$ cat src/rtl/core/ktw_pkg.sv
// Shared types, constants and glyph mapping helper for the kerned text width block.
// No dependencies; every other file of the block takes names from here by scope.
package ktw_pkg;

  localparam int GLYPH_COUNT_DEF = 98;
  localparam int GLYPH_W         = 7;
  localparam int OP_W            = 2;
  localparam int CHAR_W          = 8;
  localparam int IDX_W           = 14;
  localparam int VAL_W           = 8;
  localparam int SUM_W           = 16;

  localparam logic [VAL_W-1:0]   KERN            = 8'd2;
  localparam logic [VAL_W-1:0]   SPACE_WIDTH_RST = 8'd3;
  localparam logic [GLYPH_W-1:0] CURLY_SINGLE    = 7'd96;
  localparam logic [GLYPH_W-1:0] CURLY_DOUBLE    = 7'd97;
  localparam logic [CHAR_W-1:0]  CODE_BASE       = 8'd32;
  localparam logic [CHAR_W-1:0]  CH_UNDERSCORE   = 8'd95;
  localparam logic [CHAR_W-1:0]  CH_SQUOTE       = 8'd39;
  localparam logic [CHAR_W-1:0]  CH_DQUOTE       = 8'd34;

  localparam logic [OP_W-1:0] OP_WRITE = 2'd0;
  localparam logic [OP_W-1:0] OP_CHAR  = 2'd1;
  localparam logic [OP_W-1:0] OP_END   = 2'd2;

  typedef enum logic [1:0] {
    KIND_NONE,
    KIND_SPACE,
    KIND_KERN,
    KIND_END
  } kind_t;

  typedef struct packed {
    logic  valid;
    kind_t kind;
  } stage_t;

  // code - 32 clamped to 0..top; negative bytes and control codes give glyph 0
  function automatic logic [GLYPH_W-1:0] clamp_code(input logic [CHAR_W-1:0] code,
                                                    input logic [GLYPH_W-1:0] top);
    logic [CHAR_W-1:0] diff;
    logic [GLYPH_W-1:0] g;
    diff = code - CODE_BASE;
    g    = diff[GLYPH_W-1:0];
    if (code[CHAR_W-1] || (code < CODE_BASE)) begin
      return '0;
    end
    return (g > top) ? top : g;
  endfunction

endpackage

$ cat src/rtl/core/ktw_accum.sv
// Space width register, saturating width accumulator and the result register.
// Depends on ktw_pkg; consumes the stage_t and table read data from ktw_front.
module ktw_accum (
  input  logic                        clk,
  input  logic                        rst_n,
  input  logic                        cfg_we,
  input  logic [ktw_pkg::VAL_W-1:0]   cfg_wdata,
  input  ktw_pkg::stage_t             st,
  input  logic [ktw_pkg::VAL_W-1:0]   rd_data,
  input  logic                        out_ready,
  output logic                        out_valid,
  output logic [ktw_pkg::SUM_W-1:0]   out_width,
  output logic                        adv
);

  logic [ktw_pkg::VAL_W-1:0] space_width_r;
  logic [ktw_pkg::SUM_W-1:0] sum_r, sum_nxt;
  logic                      out_valid_r, out_valid_nxt;
  logic [ktw_pkg::SUM_W-1:0] out_width_r, out_width_nxt;
  logic [ktw_pkg::VAL_W:0]   amount;
  logic [ktw_pkg::SUM_W:0]   sum_wide;
  logic [ktw_pkg::SUM_W-1:0] sum_sat;
  logic                      is_end;

  always_ff @(posedge clk) begin
    if (!rst_n) begin
      space_width_r <= ktw_pkg::SPACE_WIDTH_RST;
    end else if (cfg_we) begin
      space_width_r <= cfg_wdata;
    end
  end

  always_comb begin
    is_end = st.valid && (st.kind == ktw_pkg::KIND_END);
    // only an end transaction needs a free result register
    adv    = !(is_end && out_valid_r && !out_ready);

    case (st.kind)
      ktw_pkg::KIND_SPACE: amount = {1'b0, space_width_r};
      ktw_pkg::KIND_KERN:  amount = {1'b0, rd_data} + {1'b0, ktw_pkg::KERN};
      ktw_pkg::KIND_END:   amount = {1'b0, rd_data};
      default:             amount = '0;
    endcase
    sum_wide = {1'b0, sum_r} + (ktw_pkg::SUM_W+1)'(amount);
    sum_sat  = sum_wide[ktw_pkg::SUM_W] ? '1 : sum_wide[ktw_pkg::SUM_W-1:0];

    sum_nxt       = sum_r;
    out_width_nxt = out_width_r;
    out_valid_nxt = out_valid_r && !out_ready;
    if (st.valid && adv) begin
      if (is_end) begin
        sum_nxt       = '0;
        out_width_nxt = sum_sat;
        out_valid_nxt = 1'b1;
      end else begin
        sum_nxt = sum_sat;
      end
    end
  end

  always_ff @(posedge clk) begin
    if (!rst_n) begin
      sum_r       <= '0;
      out_valid_r <= 1'b0;
    end else begin
      sum_r       <= sum_nxt;
      out_valid_r <= out_valid_nxt;
    end
  end

  always_ff @(posedge clk) begin
    out_width_r <= out_width_nxt;
  end

  assign out_valid = out_valid_r;
  assign out_width = out_width_r;

endmodule

$ cat config.mk
export PLATFORM = sky130hd
export DESIGN_NAME = ktw_accum
export DESIGN_NICKNAME = d
export VERILOG_FILES = /design/src/rtl/core/ktw_pkg.sv /design/src/rtl/core/ktw_accum.sv
export SDC_FILE = /design/constraint.sdc
export NUM_CORES = 1
export LEC_CHECK = 0
export BUFFER_PORTS_ARGS = -buffer_cell sky130_fd_sc_hd__buf_2
export CAP_MARGIN = 40
export CELL_PAD_IN_SITES_DETAIL_PLACEMENT = 0
export CELL_PAD_IN_SITES_GLOBAL_PLACEMENT = 1
export CORE_MARGIN = 3
export CORE_UTILIZATION = 30
export CTS_CLUSTER_SIZE = 25
export DETAILED_ROUTE_END_ITERATION = 6
export PLACE_DENSITY = 0.56
export SYNTH_ARGS = -nofsm -noshare
export SYNTH_HDL_FRONTEND = slang
export SYNTH_SLANG_ARGS = --single-unit
$ cat constraint.sdc
create_clock -name clk -period 4.94 [get_ports clk]
set_input_delay 0.494 -clock clk [delete_from_list [all_inputs] [get_ports clk]]
set_output_delay 0.494 -clock clk [all_outputs]
set_load 0.1 [all_outputs]
==> run summary <==
Area share of fa/ha/maj cells after synthesis: 6.121%
Critical Path AT: 3.04 ns
DRT antenna net count: 0
CORE AREA: 7447 µm²
Synth-to-Final Area Change: 14.56%
Row count: 31
Cells along the critical path: buf_2 -> ha_1 -> mux2_2 -> a22o_1 -> ha_1 -> a21o_1 -> a221oi_2 -> o21ai_2 -> a41oi_1 -> a31oi_1
Placed cell areas: 2609 µm²
Via count: 1880
Final Hold Viols: 0
H-tree levels: 2
Crit path kind: in2reg
Pin count of the biggest net entering global routing: 23
Netlist cell types: 52
DRC: 0
RSZ-0062 raised after global routing: no
Largest family of logic cells by synthesized area: simple AND/OR/NAND/NOR gates
Element type at the critical path start: primary input
Later-pin clock latency in the skew report: 0.29 ns
Synth Instances: 251
Drt pass-1 iters: 4
Final net count: 319
Most frequent cells in the layout: buf_2 (40), nand2_1 (30), dfxtp_1 (25)
Final Skew: 0.007207 ns
Cell Area, Synth: 2371 µm²
Placer Congestion: 0.7698
Number of global-route vias before repair: 1823
Wire length per cell: 13.70 µm
Final WL: 5274 µm
Pleak: 1.193 nW
I/O Buffers: 40
Pwr dens: 289.6 nW/µm²
Grt met1 use: 19.14%
FFs w/ async S/R, synth: 0%
Post-layout min period: 3.034 ns
FMAX: 329.6 MHz
Initial antenna violation count: 0
Total GRT Usage: 12.54%
I/O pin count: 41
Clock Sinks: 41
Multiplexer share of the synthesized area: 4.274%
Clock transition at path regs: 0.08 ns
CP peak stage delay: 0.40 ns
Count of final setup violators: 0
Warnings, synthesis: 0
CTS Buf Count: 5
Worst Path Max Fanout: 22
Slew Limit Fails: 0
Predominant post-synthesis flop cell: dfxtp_1
Commonest non-fill, non-tap cell in the layout: buf_2
# hold bufs at CTS: 0
Clk root buf: clkbuf_8
Resized Gates After CTS: 0
# Post-CTS Setup Buffers: 0
Post-route cell area: 2716 µm²
Status: completed
Compound-Gate Fraction of Synth Area: 17.78%
EDFF count, synth: 16
Count of max-cap constraint violations: 0
Initial core utilization: 31.84%
Vias per cell: 4.883
Crit path max-delay cell type: a221oi_2
Global-route wire length before repair: 8907 µm
Met2 usage: 17.56%
Register area share after synthesis: 41.37%
Critical Path RT: 4.95 ns
Setup TNS: 0 ns
Maximum VDD drop: 0.0001083 V
Post-Synth XOR/XNOR Area: 4.802%
Worst Tran Pin Value: 0.8727 ns
Top Usage Layer GRT: met1
Flops & latches, synth: 41
CP dominant cell by count: ha_1
Post-DP HPWL: 3929 µm
Post-Syn Area per Cell: 9.446 µm²
Syn nets: 285
# diodes: 0
CP Buf/Inv Count: 1
Die H: 94.90 µm
Met3 usage: 2.789%
CTS tree: yes
Grt ovf: 0
Period utilization: 61.42%
Relative slew slack: 41.81%
Cell family with most CP delay: compound AO/OA/AOI/OAI gates
Iteration-0 DRC Markers: 86
Critical Path End Type: flip-flop
DIE AREA: 9006 µm²
Area share of and/or/nand/nor cells after synthesis: 20.42%
Worst min path class: in2reg
Max clock buf depth: 2
Fraction of layout instances using a drive strength above 1: 22.73%
Die extent in x: 94.90 µm
[layout make-up]
type	instances	area (µm²)
tap	99	123.9
inverter	8	30.03
sequential	41	980.9
multi-input combinational	188	1266
clock inverter	2	35.03
fill	799	4731
timing repair buffer	41	207.7
clock buffer	6	72.57
[path summary, 6_finish.rpt]
check / endpoint / depth (start not counted) / slack (ns) / from
hold / removal: space_width_r[0]$_SDFFE_PN1P_ / 3 / 0.41 / cfg_wdata[0]
setup / recovery: out_width[14]$_DFFE_PP_ / 10 / 1.91 / rd_data[1]
setup reg to reg: out_width[14]$_DFFE_PP_ / 9 / 2.15 / space_width_r[0]$_SDFFE_PN1P_
hold reg to reg: space_width_r[0]$_SDFFE_PN1P_ / 2 / 0.48 / space_width_r[0]$_SDFFE_PN1P_
[per-layer routing]
| layer | vias up | routed length [µm] |
|---|---|---|
| met4 | 0 | 50 |
| met2 | 45 | 2118 |
| met3 | 5 | 225 |
| met1 | 854 | 2880 |
| met5 | - | 0 |
| li1 | 976 | - |
[cell usage after synthesis (8+ instances only)]
cell type	number	share of area, %
nand2_1	30	4.7
dfxtp_1	25	21
a21oi_1	17	3.6
edfxtp_1	16	20
nand3_1	15	3.2
o21ai_0	15	3.2
ha_1	10	5.3
mux2i_1	9	3.8
nor2b_1	9	2.4
and3_1	8	2.1
inv_1	8	1.3
xnor2_1	8	3.0
[logic make-up after synthesis]
logic type	count (synthesis)
AND/OR/NAND/NOR	91
adder cells (fa/ha/maj)	11
flip-flops	41
AO/OA/AOI/OAI	63
multiplexers	10
buffers and inverters	22
XOR/XNOR	13
[worst register-to-register path, cell delays in order, from the launching register on]
cell      delay, ns
dfxtp_1        0.32
nand2_1        0.07
o21ai_0        0.13
ha_1           0.25
fa_1           0.40
a21o_1         0.22
a221oi_2       0.40
o21ai_2        0.34
a41oi_1        0.31
a31oi_1        0.06
[where the power goes]
group          switching (mW)  internal [mW]
sequential            0.00685          0.368
combinational          0.0941         0.0481
clock                   0.120          0.150
total                   0.221          0.566
[per-stage QoR]
step	utilization [%]	std cells	total power [mW]	hold slack, ns	setup WS (ns)
2_1_floorplan	-	251	0.4914	0.4315	2.047
3_3_place_gp	35.03	377	0.5260	0.4477	1.652
3_5_place_dp	35.03	377	0.5266	0.4593	1.616
4_1_cts	36.48	385	0.7996	0.4051	1.942
5_1_grt	36.48	385	0.8274	0.4219	1.703
6_report	36.48	385	0.7866	0.4116	1.906
[registers in the layout, indices dropped and copies added, names as in the netlist]
signal,cells
out_width,16
sum_r,16
space_width_r,8
out_valid,1
Power figures use the tool's default switching activity.
